$ cat config.mk
export PLATFORM = sky130hd
export DESIGN_NAME = scan_sector_obstacle_check_unit
export DESIGN_NICKNAME = d
export VERILOG_FILES = /design/src/design/ssoc_pkg.sv /design/src/design/scan_sector_obstacle_check_unit.sv /design/src/design/ssoc_sector_stage.sv /design/src/design/ssoc_minima_stage.sv
export SDC_FILE = /design/constraint.sdc
export NUM_CORES = 1
export LEC_CHECK = 0
export CAP_MARGIN = 20
export CORE_MARGIN = 2
export CORE_UTILIZATION = 61
export CTS_CLUSTER_SIZE = 25
export DETAILED_ROUTE_END_ITERATION = 8
export DONT_BUFFER_PORTS = 1
export HOLD_SLACK_MARGIN = 0.03
export PLACE_DENSITY = 0.82
export SKIP_LAST_GASP = 1
export SLEW_MARGIN = 25
export SYNTH_ARGS = -nofsm -noshare
export SYNTH_HDL_FRONTEND = slang
export SYNTH_HIERARCHICAL = 1
export SYNTH_SLANG_ARGS = --single-unit
export TNS_END_PERCENT = 5
$ cat constraint.sdc
create_clock -name i_clk -period 6.36 [get_ports i_clk]
set_clock_uncertainty 0.1 [all_clocks]
set_input_delay 0.636 -clock i_clk [delete_from_list [all_inputs] [get_ports i_clk]]
set_output_delay 0.636 -clock i_clk [all_outputs]
set_load 0.01 [all_outputs]
$ cat src/design/ssoc_pkg.sv
// ----------------------------------------------------------------------------
// Scan sector obstacle check package
// Shared widths, constants, codes and types for the sector obstacle check.
// ----------------------------------------------------------------------------
package ssoc_pkg;

    localparam int RANGE_W    = 16;
    localparam int SCAN_LEN_W = 13;
    localparam int INDEX_W    = 12;
    localparam int LEN_W      = 11;
    localparam int SECTOR_W   = 3;
    localparam int ACTION_W   = 3;
    localparam int NUM_SECTORS = 6;

    localparam int CFG_IDX_W  = 1;
    localparam int CFG_DATA_W = 16;

    localparam int S_TDATA_W = 16;
    localparam int M_TDATA_W = 104;
    localparam int M_PAD_W   = M_TDATA_W - ACTION_W - NUM_SECTORS * RANGE_W;

    localparam logic [INDEX_W-1:0] MAX_INDEX   = '1;
    localparam logic [RANGE_W-1:0] NO_RETURN   = 16'hFFFF;
    localparam logic [RANGE_W-1:0] MAX_READING = 16'hFFFE;

    // Multiply by RECIP_6 and shift right by RECIP_SHIFT gives x / 6 for 13-bit x.
    localparam int RECIP_6     = 10923;
    localparam int RECIP_W     = 14;
    localparam int RECIP_SHIFT = 16;
    localparam int PROD_W      = SCAN_LEN_W + RECIP_W;

    localparam logic [SCAN_LEN_W-1:0] SCAN_LEN_RESET  = 13'd360;
    localparam logic [LEN_W-1:0]      SECTOR_LEN_RESET = 11'd60;
    localparam logic [RANGE_W-1:0]    THRESHOLD_RESET = 16'd800;

    localparam logic [CFG_IDX_W-1:0] CFG_SCAN_LENGTH = 1'd0;
    localparam logic [CFG_IDX_W-1:0] CFG_THRESHOLD   = 1'd1;

    localparam logic [SECTOR_W-1:0] SEC_RIGHT       = 3'd1;
    localparam logic [SECTOR_W-1:0] SEC_FRONT_RIGHT = 3'd2;
    localparam logic [SECTOR_W-1:0] SEC_FRONT_LEFT  = 3'd3;
    localparam logic [SECTOR_W-1:0] SEC_LEFT        = 3'd4;

    typedef enum logic [ACTION_W-1:0] {
        ACT_BOTH_FRONT_RIGHT = 3'd0,
        ACT_TURN_RIGHT       = 3'd1,
        ACT_TURN_LEFT        = 3'd2,
        ACT_FWD_SLIGHT_RIGHT = 3'd3,
        ACT_FWD_SLIGHT_LEFT  = 3'd4,
        ACT_FORWARD          = 3'd5
    } t_action;

    typedef logic [NUM_SECTORS-1:0][RANGE_W-1:0] t_minima;

    typedef struct packed {
        logic [RANGE_W-1:0]  range_mm;
        logic                sample_valid;
        logic                last_sample;
        logic [SECTOR_W-1:0] sector;
    } t_sample;

endpackage

$ cat src/design/scan_sector_obstacle_check_unit.sv
// ----------------------------------------------------------------------------
// Scan sector obstacle check unit
// Tracks six sector minima over a range scan and reports an action code and
// all six minima on the last sample of each scan.
// ----------------------------------------------------------------------------
// The last sample of a scan passes through the sector stage register and then
// the minima stage result register before its result word is valid.
// Throughput: one input word per cycle; the input stalls only while a last
// sample waits behind a result word that the master side still holds.
// Reset clears the sample count, all minima to 65535, the sector length to 60
// (a scan length of 360) and the threshold to 800; after reset the block accepts words.
module scan_sector_obstacle_check_unit (
    input  logic                             i_clk,
    input  logic                             i_rst_n,
    // Configuration write channel.
    input  logic                             i_cfg_valid,
    output logic                             o_cfg_ready,
    input  logic [ssoc_pkg::CFG_IDX_W-1:0]   i_cfg_index,
    input  logic [ssoc_pkg::CFG_DATA_W-1:0]  i_cfg_data,
    // Sample stream.
    input  logic                             i_s_tvalid,
    output logic                             o_s_tready,
    input  logic [ssoc_pkg::S_TDATA_W-1:0]   i_s_tdata,   // [15:0] range_mm
    input  logic                             i_s_tuser,   // [0] sample_valid
    input  logic                             i_s_tlast,
    // Result stream.
    output logic                             o_m_tvalid,
    input  logic                             i_m_tready,
    // [2:0] action, [18:3] min_right_rear, [34:19] min_right,
    // [50:35] min_front_right, [66:51] min_front_left, [82:67] min_left,
    // [98:83] min_left_rear, [103:99] zero
    output logic [ssoc_pkg::M_TDATA_W-1:0]   o_m_tdata
);
    import ssoc_pkg::*;

    logic [LEN_W-1:0]      r_sector_len;
    logic [RANGE_W-1:0]    r_threshold_mm;
    logic [PROD_W-1:0]     len_prod;
    logic                  cfg_write;
    logic                  s1_valid;
    logic                  s1_ready;
    t_sample               s1_sample;
    t_action               action;
    t_minima               minima;

    assign o_cfg_ready = 1'b1;
    assign cfg_write   = i_cfg_valid && o_cfg_ready;

    // Sector length is the written scan length divided by six.
    assign len_prod = PROD_W'(i_cfg_data[SCAN_LEN_W-1:0]) * PROD_W'(RECIP_6);

    always_ff @(posedge i_clk) begin
        if (!i_rst_n) begin
            r_sector_len   <= SECTOR_LEN_RESET;
            r_threshold_mm <= THRESHOLD_RESET;
        end else if (cfg_write) begin
            case (i_cfg_index)
                CFG_SCAN_LENGTH: begin
                    r_sector_len <= len_prod[RECIP_SHIFT +: LEN_W];
                end
                CFG_THRESHOLD: begin
                    r_threshold_mm <= i_cfg_data[RANGE_W-1:0];
                end
                default: begin
                end
            endcase
        end
    end

    ssoc_sector_stage u_sector_stage (
        .i_clk          (i_clk),
        .i_rst_n        (i_rst_n),
        .i_sector_len   (r_sector_len),
        .i_in_valid     (i_s_tvalid),
        .o_in_ready     (o_s_tready),
        .i_range_mm     (i_s_tdata[RANGE_W-1:0]),
        .i_sample_valid (i_s_tuser),
        .i_last_sample  (i_s_tlast),
        .o_out_valid    (s1_valid),
        .i_out_ready    (s1_ready),
        .o_sample       (s1_sample)
    );

    ssoc_minima_stage u_minima_stage (
        .i_clk          (i_clk),
        .i_rst_n        (i_rst_n),
        .i_threshold_mm (r_threshold_mm),
        .i_in_valid     (s1_valid),
        .o_in_ready     (s1_ready),
        .i_sample       (s1_sample),
        .o_out_valid    (o_m_tvalid),
        .i_out_ready    (i_m_tready),
        .o_action       (action),
        .o_minima       (minima)
    );

    assign o_m_tdata = {{M_PAD_W{1'b0}}, minima, action};

endmodule

$ cat src/design/ssoc_sector_stage.sv
// ----------------------------------------------------------------------------
// Sector stage
// Input register: counts samples within the scan and tags each with its sector.
// ----------------------------------------------------------------------------
module ssoc_sector_stage (
    input  logic                          i_clk,
    input  logic                          i_rst_n,
    input  logic [ssoc_pkg::LEN_W-1:0]    i_sector_len,
    input  logic                          i_in_valid,
    output logic                          o_in_ready,
    input  logic [ssoc_pkg::RANGE_W-1:0]  i_range_mm,
    input  logic                          i_sample_valid,
    input  logic                          i_last_sample,
    output logic                          o_out_valid,
    input  logic                          i_out_ready,
    output ssoc_pkg::t_sample             o_sample
);
    import ssoc_pkg::*;

    logic [INDEX_W-1:0]    r_index;
    logic                  r_valid;
    t_sample               r_sample;
    logic [SECTOR_W-1:0]   n_sector;
    logic [SCAN_LEN_W-1:0] bound;
    logic                  accept;

    assign o_in_ready  = !r_valid || i_out_ready;
    assign accept      = i_in_valid && o_in_ready;
    assign o_out_valid = r_valid;
    assign o_sample    = r_sample;

    // The sector is the number of boundaries k * len (k = 1..5) already reached.
    // A zero sector length puts every sample in the last sector.
    always_comb begin
        n_sector = '0;
        bound    = '0;
        for (int k = 1; k < NUM_SECTORS; k++) begin
            bound = SCAN_LEN_W'(k) * SCAN_LEN_W'(i_sector_len);
            if (SCAN_LEN_W'(r_index) >= bound) begin
                n_sector = n_sector + SECTOR_W'(1);
            end
        end
    end

    always_ff @(posedge i_clk) begin
        if (!i_rst_n) begin
            r_index <= '0;
            r_valid <= 1'b0;
        end else begin
            if (accept) begin
                r_valid <= 1'b1;
                if (i_last_sample) begin
                    r_index <= '0;
                end else if (r_index != MAX_INDEX) begin
                    r_index <= r_index + INDEX_W'(1);
                end
            end else if (i_out_ready) begin
                r_valid <= 1'b0;
            end
        end
    end

    always_ff @(posedge i_clk) begin
        if (accept) begin
            r_sample.range_mm     <= i_range_mm;
            r_sample.sample_valid <= i_sample_valid;
            r_sample.last_sample  <= i_last_sample;
            r_sample.sector       <= n_sector;
        end
    end

endmodule

$ cat src/design/ssoc_minima_stage.sv
// ----------------------------------------------------------------------------
// Minima stage
// Keeps the per-sector minima and registers the action and minima word.
// ----------------------------------------------------------------------------
module ssoc_minima_stage (
    input  logic                          i_clk,
    input  logic                          i_rst_n,
    input  logic [ssoc_pkg::RANGE_W-1:0]  i_threshold_mm,
    input  logic                          i_in_valid,
    output logic                          o_in_ready,
    input  ssoc_pkg::t_sample             i_sample,
    output logic                          o_out_valid,
    input  logic                          i_out_ready,
    output ssoc_pkg::t_action             o_action,
    output ssoc_pkg::t_minima             o_minima
);
    import ssoc_pkg::*;

    t_minima            r_minima;
    t_minima            n_minima;
    t_minima            r_out_minima;
    t_action            r_action;
    t_action            n_action;
    logic               r_out_valid;
    logic [RANGE_W-1:0] sat_range;
    logic               out_free;
    logic               fire;
    logic               ob_fr;
    logic               ob_fl;
    logic               ob_l;
    logic               ob_r;

    assign out_free    = !r_out_valid || i_out_ready;
    assign o_in_ready  = !i_sample.last_sample || out_free;
    assign fire        = i_in_valid && o_in_ready;
    assign o_out_valid = r_out_valid;
    assign o_action    = r_action;
    assign o_minima    = r_out_minima;

    assign sat_range = (i_sample.range_mm == NO_RETURN) ? MAX_READING : i_sample.range_mm;

    always_comb begin
        for (int k = 0; k < NUM_SECTORS; k++) begin
            if (i_sample.sample_valid && (i_sample.sector == SECTOR_W'(k))
                    && (sat_range < r_minima[k])) begin
                n_minima[k] = sat_range;
            end else begin
                n_minima[k] = r_minima[k];
            end
        end
    end

    assign ob_fr = n_minima[SEC_FRONT_RIGHT] < i_threshold_mm;
    assign ob_fl = n_minima[SEC_FRONT_LEFT] < i_threshold_mm;
    assign ob_l  = n_minima[SEC_LEFT] < i_threshold_mm;
    assign ob_r  = n_minima[SEC_RIGHT] < i_threshold_mm;

    always_comb begin
        if (ob_fl && ob_fr) begin
            n_action = ACT_BOTH_FRONT_RIGHT;
        end else if (ob_fl) begin
            n_action = ACT_TURN_RIGHT;
        end else if (ob_fr) begin
            n_action = ACT_TURN_LEFT;
        end else if (ob_l) begin
            n_action = ACT_FWD_SLIGHT_RIGHT;
        end else if (ob_r) begin
            n_action = ACT_FWD_SLIGHT_LEFT;
        end else begin
            n_action = ACT_FORWARD;
        end
    end

    always_ff @(posedge i_clk) begin
        if (!i_rst_n) begin
            r_minima    <= {NUM_SECTORS{NO_RETURN}};
            r_out_valid <= 1'b0;
        end else begin
            if (fire) begin
                if (i_sample.last_sample) begin
                    r_minima <= {NUM_SECTORS{NO_RETURN}};
                end else begin
                    r_minima <= n_minima;
                end
            end
            if (fire && i_sample.last_sample) begin
                r_out_valid <= 1'b1;
            end else if (i_out_ready) begin
                r_out_valid <= 1'b0;
            end
        end
    end

    always_ff @(posedge i_clk) begin
        if (fire && i_sample.last_sample) begin
            r_action     <= n_action;
            r_out_minima <= n_minima;
        end
    end

endmodule

* Word level (Yosys, flattened, before mapping)
Index checks and enable logic that the tools add are counted.
** Storage, ports and cells
- Logic and storage cells :: 109
- Register bits :: 257
- Input port bits :: 40
** Operators by class
- Reductions and logical operators :: 31
- $mul :: 3
- Mux-type cells :: 23
- Equal/unequal tests :: 7
- $add $sub $neg :: 5
- $lt $le $gt $ge :: 15
- Bitwise gates (word level) :: 1
** Operators with widths (count)
- $lt A16 B16 Y1 :: 10
- $mux W16 :: 7
- $mux W96 :: 1
- $ge A12 B13 Y1 :: 3
- $mul A13 B14 Y27 const B :: 1
- $mux W12 :: 2
- $eq A16 B16 Y1 const B :: 1
- $logic_and A1 B1 Y1 :: 16
- $mul A2 B11 Y13 const A :: 1
- $mul A3 B11 Y13 const A :: 1
- $add A12 B1 Y12 const B :: 1
- $ge A12 B11 Y1 :: 1
- $ge A12 B12 Y1 :: 1
- $mux W3 :: 4
- $ne A12 B12 Y1 const B :: 1
- $add A3 B1 Y3 const B :: 3
- $mux W1 :: 7
- $eq A3 B2 Y1 const B :: 2
- $eq A3 B3 Y1 const B :: 2
- $reduce_and A2 Y1 :: 3
- $reduce_bool A2 Y1 :: 3
- $mux W2 :: 2
- $reduce_or A4 Y1 :: 1
- $eq A3 B1 Y1 const B :: 1
- 6 further kinds :: 10

* Logic depth before layout (Yosys ltp)
Gate-level depths: netlist of run 1.
- Word-level depth :: 10
- Depth in mapped cells :: 21
- Depth with buffers taken out :: 21

* Modules after synthesis
Netlist of run 1, hierarchy kept.
** Modules (own cells, without submodules)
- ssoc_minima_stage :: times used 1, cells an instance 1200, area an instance 11916.4 µm²
- scan_sector_obstacle_check_unit :: times used 1, cells an instance 450, area an instance 3936.3 µm²
- ssoc_sector_stage :: times used 1, cells an instance 370, area an instance 3533.4 µm²

* Worst setup path after synthesis of run 1
Ideal clock, no wire load.
- Kind :: input port to flip-flop
- Start point :: in i_cfg_data[7] in the netlist's numbering
- End point :: reg r_sector_len[5]
- Library setup time :: 115 ps
- Slack :: 1542 ps
- Stages on the path :: 16
- Required time :: 6145 ps
- Arrival time :: 4603 ps
- Cell sequence :: ha_1 -> fa_1 -> inv_1 -> fa_1 -> inv_1 -> fa_1 -> inv_1 -> fa_1 -> inv_1 -> ha_1 -> buf_2 -> o2111ai_1 -> a31o_2 -> a31oi_1 -> or4_1 -> and3_1
** Between the ends
- Word-level cells in the longest chain between the ends :: 1
** Ends and longest elaborated chain
- start: declaration :: line scan_sector_obstacle_check_unit.sv:19 : input logic [ssoc_pkg::CFG_DATA_W-1:0] i_cfg_data,
- $mul A13 B14 Y27 :: line scan_sector_obstacle_check_unit.sv:50 : assign len_prod = PROD_W'(i_cfg_data[SCAN_LEN_W-1:0]) * PROD_W'(RECIP_6);
- end signal: assignment :: line scan_sector_obstacle_check_unit.sv:59 : r_sector_len <= len_prod[RECIP_SHIFT +: LEN_W];
- end: declaration :: line scan_sector_obstacle_check_unit.sv:36 : logic [LEN_W-1:0] r_sector_len;
No other way between the ends.
A chain may end at the register's enable or synchronous reset.

==> qor.json, run 1 <==
{
  "synthesized_flop_and_latch_total": {"value": 257},
  "routed-via-count": {"value": 15300},
  "final-hold-violation-count": {"value": 0},
  "post_synthesis_mux_area_share": {"value": 5.51, "unit": "%"},
  "clock_insertion_delay_at_the_later_pin_of_the_skew_report": {"value": 0.54, "unit": "ns"},
  "number_of_hold_repair_buffers_added_at_the_cts_stage": {"value": 0},
  "ys_async_sr_fraction": {"value": 0, "unit": "%"},
  "post_drt_via_cell_ratio": {"value": 6.37},
  "dieWidth": {"value": 182, "unit": "µm"},
  "ir_drop": {"value": 0.271, "unit": "mV"},
  "tritoncts_clock_tree": {"value": "yes"},
  "unrepaired_setup_endpoints_after_global_routing": {"value": "no"},
  "pre_cts_ws": {"value": 1.12, "unit": "ns"},
  "htree_num_levels": {"value": 1},
  "globalRoute.totalOverflow": {"value": 0},
  "syn_avg_cell_area": {"value": 9.60, "unit": "µm²"},
  "cts.reportedPaths.clkPinSlew": {"value": 0.06, "unit": "ns"},
  "cts_repair_resize_count": {"value": 0},
  "number_of_design_rule_violations_left_after_detail_routing": {"value": 0},
  "netlist_top_cells_area": {"value": "sky130_fd_sc_hd__ha_1 (20%), sky130_fd_sc_hd__edfxtp_1 (19%), sky130_fd_sc_hd__dfxtp_1 (14%)"},
  "standard_cell_core_area": {"value": 31400, "unit": "µm²"},
  "via_count_of_the_first_global_routing_pass": {"value": 15300},
  "placement.io_buffers": {"value": 0},
  "post-dp-hpwl": {"value": 37.7, "unit": "mm"},
  "synthToLayoutAreaGrowth": {"value": 6.34, "unit": "%"},
  "gr-usage-all-layers": {"value": 30.0, "unit": "%"},
  "top_level_ports": {"value": 147},
  "synth_top_cell_by_area": {"value": "sky130_fd_sc_hd__ha_1"},
  "antenna_left": {"value": 0},
  "grt_pass1_wl": {"value": 79.5, "unit": "mm"},
  "synth_top_area_share": {"value": 20.0, "unit": "%"},
  "tightest_slew": {"value": 1.08, "unit": "ns"},
  "crit_path_start_kind": {"value": "flip-flop"},
  "leakage_power_of_the_design": {"value": 9.32, "unit": "nW"},
  "setup-violations-final": {"value": 0},
  "fmax": {"value": 0.187, "unit": "GHz"},
  "reg2reg_setup_slack": {"value": 1.01, "unit": "ns"},
  "finalWorstPathRequiredPeriod": {"value": 5.35, "unit": "ns"},
  "synth_edf_count": {"value": 120},
  "share_of_the_clock_period_used_by_the_worst_path": {"value": 84.2, "unit": "%"},
  "place_congestion": {"value": 0.950},
  "worst_slack": {"value": 1.01, "unit": "ns"},
  "max_cap_viol_count": {"value": 0},
  "finalMaxSlewViolations": {"value": 0},
  "final_nets": {"value": 2372},
  "numCtsBuffers": {"value": 28},
  "finished_cell_area": {"value": 20600, "unit": "µm²"},
  "dpl-instance-area": {"value": 19600, "unit": "µm²"},
  "setup_total_negative_slack": {"value": 0, "unit": "ns"},
  "drt_first_pass_iters": {"value": 6},
  "ys.flop_type": {"value": "sky130_fd_sc_hd__dfxtp_1"},
  "synth-seq-area-share": {"value": 32.7, "unit": "%"},
  "max_slew_margin": {"value": 27.9, "unit": "%"},
  "cell_with_the_largest_stage_delay_on_the_worst_path": {"value": "sky130_fd_sc_hd__edfxtp_1"},
  "critical-path-max-stage-delay": {"value": 0.83, "unit": "ns"},
  "post_synth_instance_area": {"value": 19400, "unit": "µm²"},
  "path_class": {"value": "reg -> reg"},
  "ys_warn_count": {"value": 6},
  "synth_compound_gate_area_share": {"value": 16.7, "unit": "%"},
  "area_enclosed_by_the_die_boundary": {"value": 33200, "unit": "µm²"},
  "post_synth_xor_area_fraction": {"value": 1.43, "unit": "%"},
  "critical_path_required_time": {"value": 6.55, "unit": "ns"},
  "drt_iter0_drc": {"value": 1244},
  "synthCells": {"value": 2020},
  "die_h": {"value": 182, "unit": "µm"},
  "synth_most_common_cell": {"value": "sky130_fd_sc_hd__ha_1"},
  "clock_tree.buffer_depth": {"value": 3},
  "synth-adder-area-share": {"value": 25.0, "unit": "%"},
  "cts_post_setup_buffers_inserted": {"value": 0},
  "largest_family_of_logic_cells_by_synthesized_area": {"value": "adder cells"},
  "clk_root_buffer_cell": {"value": "sky130_fd_sc_hd__clkbuf_16"},
  "ys_types": {"value": 87},
  "setup.worst_path.end_class": {"value": "flip-flop"},
  "rows": {"value": 65},
  "layout-drive-gt1-share": {"value": 8.72, "unit": "%"},
  "power_per_cell_area": {"value": 301, "unit": "nW/µm²"},
  "worst_hold_path_type": {"value": "in -> reg"},
  "route.final.wire_length": {"value": 50.4, "unit": "mm"},
  "routed_wire_length_per_instance": {"value": 21.0, "unit": "µm"},
  "fin_hold_ws": {"value": 0.0889, "unit": "ns"},
  "grt_max_degree": {"value": 121},
  "worstPathMaxFanout": {"value": 17},
  "synth.top_cells.by_count": {"value": "sky130_fd_sc_hd__ha_1 (310), sky130_fd_sc_hd__inv_1 (240), sky130_fd_sc_hd__nand2_1 (165), sky130_fd_sc_hd__dfxtp_1 (137), sky130_fd_sc_hd__edfxtp_1 (120)"},
  "path_cells": {"value": "ha_1, o21ai_0, nor2_1, o41ai_2, nand3_1, mux2_2, ha_1, a21oi_1, o21ai_0, a21o_1, a211o_1, a221oi_1, o31a_1, a311oi_1, nor2b_1"},
  "status": {"value": "finished, final reports clean"},
  "fill_cells": {"value": 2459},
  "floorplan.initialDensity": {"value": 61.8, "unit": "%"},
  "synth_simple_gate_area_share": {"value": 11.7, "unit": "%"},
  "antenna_violations_before_repair": {"value": 5},
  "tritoncts_num_sinks": {"value": 257},
  "cp_data_arrival_time": {"value": 5.55, "unit": "ns"}
}
[per-stage QoR]
stage / std cells / util (%) / total power, mW
floorplan: 2024 / - / 3.92
global placement: 2346 / 62.6 / 4.42
detailed placement: 2346 / 62.6 / 4.51
CTS: 2398 / 65.6 / 6.19
global route: 2400 / 65.7 / 6.63
finish: 2402 / 65.7 / 6.20
[critical path: cells and delay by family, from the launching register on]
kind                       cells  cell delay (ns)
AOI/OAI and AO/OA              9             2.02
adders and majority gates      2             0.68
DFF                            1             0.83
muxes                          1             0.56
and+or+nand+nor                3             0.90
[path summary, 6_finish.rpt]
| kind | cells after the start | start | endpoint |
|---|---|---|---|
| hold reg to reg | 2 | r_threshold_mm[10] | r_threshold_mm[10] |
| setup reg to reg | 15 | u_sector_stage/o_sample[11] | u_minima_stage/o_action[2] |
| setup / recovery | 15 | u_sector_stage/o_sample[11] | u_minima_stage/o_action[2] |
| hold / removal | 0 | i_s_tdata[0] | u_sector_stage/o_sample[5] |
[final cells by class]
type | count | area (µm²) | area share [%]
clock inverter | 17 | 209 | 1.01
antenna | 4 | 10.0 | 0.0486
multi-input combinational | 1425 | 11700 | 56.9
inverter | 241 | 907 | 4.40
sequential | 257 | 6350 | 30.8
tap | 402 | 503 | 2.44
timing repair buffer | 21 | 161 | 0.783
clock buffer | 35 | 748 | 3.63
[state kept, by name, indices dropped and copies added, names as in the netlist]
signal	cells
u_sector_stage/r_index	12
u_minima_stage/o_action	3
r_threshold_mm	16
u_minima_stage/o_minima	96
u_minima_stage/o_out_valid	1
u_sector_stage/o_out_valid	1
u_minima_stage/r_minima	96
r_sector_len	11
u_sector_stage/o_sample	21
[power by group]
group | leakage (nW) | total [mW] | switching (mW) | internal [mW]
registers | 2.10 | 1.91 | 0.0973 | 1.82
clock network | 0.456 | 1.68 | 0.682 | 1.00
logic | 6.77 | 2.61 | 1.57 | 1.04
total | 9.32 | 6.20 | 2.35 | 3.86
[kinds of logic (layout without fill, tap and decap cells)]
group | Yosys count | in the layout
mux | 97 | 97
fa+ha+maj | 358 | 358
compound gates | 463 | 463
xor+xnor | 30 | 30
buf+inv | 342 | 314
flops | 257 | 257
other cells | 2 | 10
simple gates | 471 | 471
[routing by layer]
layer	up-vias	track usage [%]	share of wire, %
li1	7202	-	-
met3	190	5.81	7.0
met4	2	15.9	5.7
met2	598	52.9	49
met5	-	0	0.038
met1	7304	34.5	39
[cell usage in the layout (no fill, tap or decap), types with 13 or more instances in the layout]
master,synthesis,final
sky130_fd_sc_hd__nand2b_1,14,14
sky130_fd_sc_hd__o21ai_1,18,18
sky130_fd_sc_hd__a21boi_0,16,16
sky130_fd_sc_hd__dfxtp_1,137,137
sky130_fd_sc_hd__ha_1,310,310
sky130_fd_sc_hd__a21o_1,52,52
sky130_fd_sc_hd__a31oi_1,25,25
sky130_fd_sc_hd__fa_1,48,48
sky130_fd_sc_hd__mux2i_1,20,20
sky130_fd_sc_hd__nand2_1,165,164
sky130_fd_sc_hd__o31a_1,18,18
sky130_fd_sc_hd__nor2b_1,13,13
sky130_fd_sc_hd__a211oi_1,13,13
sky130_fd_sc_hd__nand4_1,37,37
sky130_fd_sc_hd__buf_4,7,20
sky130_fd_sc_hd__o211ai_1,107,107
sky130_fd_sc_hd__xnor2_1,16,16
sky130_fd_sc_hd__mux2_2,77,77
sky130_fd_sc_hd__o21a_1,20,20
sky130_fd_sc_hd__inv_1,240,239
sky130_fd_sc_hd__xor2_1,13,13
sky130_fd_sc_hd__clkbuf_16,0,29
sky130_fd_sc_hd__nand3_1,76,75
sky130_fd_sc_hd__edfxtp_1,120,120
sky130_fd_sc_hd__a21oi_1,79,77
sky130_fd_sc_hd__o21ai_0,54,54
sky130_fd_sc_hd__nor3_1,13,13
sky130_fd_sc_hd__nor2_1,97,97
No activity file was read; power rests on OpenSTA's default activity.
==> run 2: changes to the inputs <==
CORE_UTILIZATION = 59   (was 61)
PLACE_DENSITY = 0.83   (was 0.82)
clock period = 4.85 ns   (was 6.36 ns; I/O delays follow)
==> run 2 against run 1 <==
  * Register-to-register slack worse by 0.88 ns
  * Clock power up 25%
  * Clock-buffer cell count up 6
  * Sequential power up 30%
  * Final cell count up 4.5%
  * Non-clock buffer count up 73
  * Fmax up 13%
  * Critical path depth down 1
  * Sequential cell count unchanged
  * First-iteration DRC count up 17%
  * Critical path type unchanged
  * Critical endpoint is now u_minima_stage/o_action[0]
  * Core utilization down 0.061 points
  * Global-route usage up 0.81 points
==> qor.json, run 2 (synthesized netlist as in run 1, its figures left out) <==
{
  "dpl-instance-area": {"value": 19900, "unit": "µm²"},
  "tightest_slew": {"value": 1.01, "unit": "ns"},
  "share_of_the_clock_period_used_by_the_worst_path": {"value": 97.4, "unit": "%"},
  "hold_depth": {"value": 2},
  "setup_total_negative_slack": {"value": 0, "unit": "ns"},
  "globalRoute.totalOverflow": {"value": 0},
  "numPlacedInstances": {"value": 2416},
  "place_congestion": {"value": 0.906},
  "final_nets": {"value": 2445},
  "diodes": {"value": 0},
  "worst-r2r-cell-count": {"value": 14},
  "rows": {"value": 66},
  "clk_root_buffer_cell": {"value": "sky130_fd_sc_hd__clkbuf_16"},
  "route.final.wire_length": {"value": 52.6, "unit": "mm"},
  "standard_cell_core_area": {"value": 32500, "unit": "µm²"},
  "routed_wire_length_per_instance": {"value": 21.0, "unit": "µm"},
  "path_class": {"value": "reg -> reg"},
  "power_per_cell_area": {"value": 384, "unit": "nW/µm²"},
  "numCtsBuffers": {"value": 28},
  "leakage_power_of_the_design": {"value": 9.65, "unit": "nW"},
  "worstPathMaxFanout": {"value": 10},
  "grt_max_degree": {"value": 87},
  "whs_endpoint": {"value": "u_minima_stage/o_out_valid"},
  "htree_num_levels": {"value": 1},
  "antenna_violations_before_repair": {"value": 2},
  "cts.reportedPaths.clkPinSlew": {"value": 0.07, "unit": "ns"},
  "area_enclosed_by_the_die_boundary": {"value": 34300, "unit": "µm²"},
  "r2r_start": {"value": "u_sector_stage/o_sample[19]"},
  "unrepaired_setup_endpoints_after_global_routing": {"value": "yes"},
  "setup.worst_path.end_class": {"value": "flip-flop"},
  "layout-drive-gt1-share": {"value": 10.4, "unit": "%"},
  "drt_iter0_drc": {"value": 1454},
  "post_drt_via_cell_ratio": {"value": 6.35},
  "grt_pass1_wl": {"value": 83.6, "unit": "mm"},
  "gr-usage-all-layers": {"value": 30.8, "unit": "%"},
  "die_h": {"value": 185, "unit": "µm"},
  "placement.io_buffers": {"value": 0},
  "dieWidth": {"value": 185, "unit": "µm"},
  "critical_path_required_time": {"value": 5.02, "unit": "ns"},
  "layout.core_utilization": {"value": 65.6, "unit": "%"},
  "max_cap_viol_count": {"value": 0},
  "tritoncts_clock_tree": {"value": "yes"},
  "crit_path_start_kind": {"value": "flip-flop"},
  "final_cell_count_no_fill": {"value": 2511},
  "fmax": {"value": 0.212, "unit": "GHz"},
  "final-hold-violation-count": {"value": 0},
  "worst_hold_path_type": {"value": "in -> reg"},
  "layout.cells.most_common": {"value": "sky130_fd_sc_hd__ha_1"},
  "max_slew_margin": {"value": 32.7, "unit": "%"},
  "ir_drop": {"value": 0.408, "unit": "mV"},
  "finalMaxSlewViolations": {"value": 0},
  "floorplan.initialDensity": {"value": 59.7, "unit": "%"},
  "drt_first_pass_iters": {"value": 6},
  "clock_tree.buffer_depth": {"value": 3},
  "finished_cell_area": {"value": 21300, "unit": "µm²"},
  "status": {"value": "finished, final reports clean"},
  "top_level_ports": {"value": 147},
  "via_count_of_the_first_global_routing_pass": {"value": 16100},
  "timing.rr.end": {"value": "u_minima_stage/o_action[0]"},
  "post-dp-hpwl": {"value": 38.6, "unit": "mm"},
  "finalWorstPathRequiredPeriod": {"value": 4.72, "unit": "ns"},
  "most-common-layout-cells": {"value": "sky130_fd_sc_hd__ha_1 (310), sky130_fd_sc_hd__inv_1 (239), sky130_fd_sc_hd__nand2_1 (164), sky130_fd_sc_hd__dfxtp_1 (135), sky130_fd_sc_hd__edfxtp_1 (120)"},
  "tritoncts_num_sinks": {"value": 257},
  "clock_insertion_delay_at_the_later_pin_of_the_skew_report": {"value": 0.55, "unit": "ns"},
  "worstHoldStart": {"value": "i_m_tready"},
  "number_of_design_rule_violations_left_after_detail_routing": {"value": 0},
  "antenna_left": {"value": 0},
  "reg2reg_setup_slack": {"value": 0.13, "unit": "ns"},
  "routed-via-count": {"value": 15900},
  "setup-violations-final": {"value": 0},
  "synthToLayoutAreaGrowth": {"value": 9.84, "unit": "%"},
  "cp_data_arrival_time": {"value": 4.90, "unit": "ns"}
}
==> run 2: cell count changes in the layout (fill, tap and decap cells not counted), sizes merged <==
cell,delta
bufinv,-2
clkbuf,+6
inv,-1
buf,+41
dlygate4sd3,+32
diode,-4
clkinvlp,-3
==> run 2: per-stage QoR <==
stage | setup WS (ns) | hold WS (ns) | power [mW]
floorplan | 0.183 | 0.339 | 5.14
CTS | 0.0134 | 0.0311 | 8.12
detailed placement | -0.0584 | 0.360 | 5.97
finish | 0.125 | 0.0367 | 8.17
global placement | -0.0700 | 0.355 | 5.86
global route | -0.0164 | 0.0328 | 8.74
==> run 2: power by group <==
part | internal, mW | leakage, nW | switching, mW
combinational | 1.46 | 7.11 | 2.13
sequential | 2.38 | 2.10 | 0.0970
clock | 1.24 | 0.437 | 0.860
total | 5.08 | 9.65 | 3.09
==> run 2: cell type report <==
class                           instances  area [µm²]
Sequential cell                       257        6350
Timing Repair Buffer                   94         821
Clock inverter                         11         115
Multi-Input combinational cell       1425       11800
Tap cell                              442         553
Fill cell                            2409       11200
Inverter                              241         907
Clock buffer                           41         791
==> run 2: how the worst max path moves through the flow <==
stage	startpoint	endpoint	slack [ns]
finish	u_sector_stage/o_sample[19]	u_minima_stage/o_action[0]	0.13
global route	u_sector_stage/o_sample[17]	u_minima_stage/o_action[1]	-0.02
CTS	r_sector_len[1]	u_sector_stage/o_sample[1]	0.01
detailed placement	i_cfg_data[7]	r_sector_len[7]	-0.06
global placement	i_cfg_data[7]	r_sector_len[7]	-0.07
floorplan	i_cfg_data[7]	r_sector_len[5]	0.18
==> run 2: metal layers <==
metal	up-vias	share of wire (%)	wire [µm]	track usage (%)
met5	-	0.053	28	0
met4	4	5.5	2880	16.9
met3	211	7.3	3860	6.17
met2	705	48	25200	52.6
met1	7698	39	20600	36.3
li1	7321	-	-	-
==> run 2: repair_timing <==
| item | 4_1_cts | 5_1_grt |
|---|---|---|
| gates resized for setup | 1 | 9 |
| endpoints found under the hold margin | 43 | 0 |
| setup endpoints to repair | 2 | 5 |
| hold buffers | 33 | 0 |
| cloned | 0 | 0 |
| buffers inserted | 1 | 9 |
| pin swaps | 2 | 5 |
==> run 2: critical path, cell delays in order, from the launching register on <==
cell and delay (ns):
sky130_fd_sc_hd__edfxtp_1 0.66, sky130_fd_sc_hd__ha_1 0.44, sky130_fd_sc_hd__nand4_1 0.14, sky130_fd_sc_hd__nor2_2 0.31
sky130_fd_sc_hd__o41ai_2 0.19, sky130_fd_sc_hd__nand3_1 0.16, sky130_fd_sc_hd__buf_4 0.21, sky130_fd_sc_hd__mux2_2 0.40
sky130_fd_sc_hd__ha_1 0.33, sky130_fd_sc_hd__nand4_1 0.10, sky130_fd_sc_hd__nor3_1 0.39, sky130_fd_sc_hd__o2111ai_1 0.18
sky130_fd_sc_hd__o31a_1 0.34, sky130_fd_sc_hd__a311oi_1 0.32, sky130_fd_sc_hd__a31oi_1 0.18
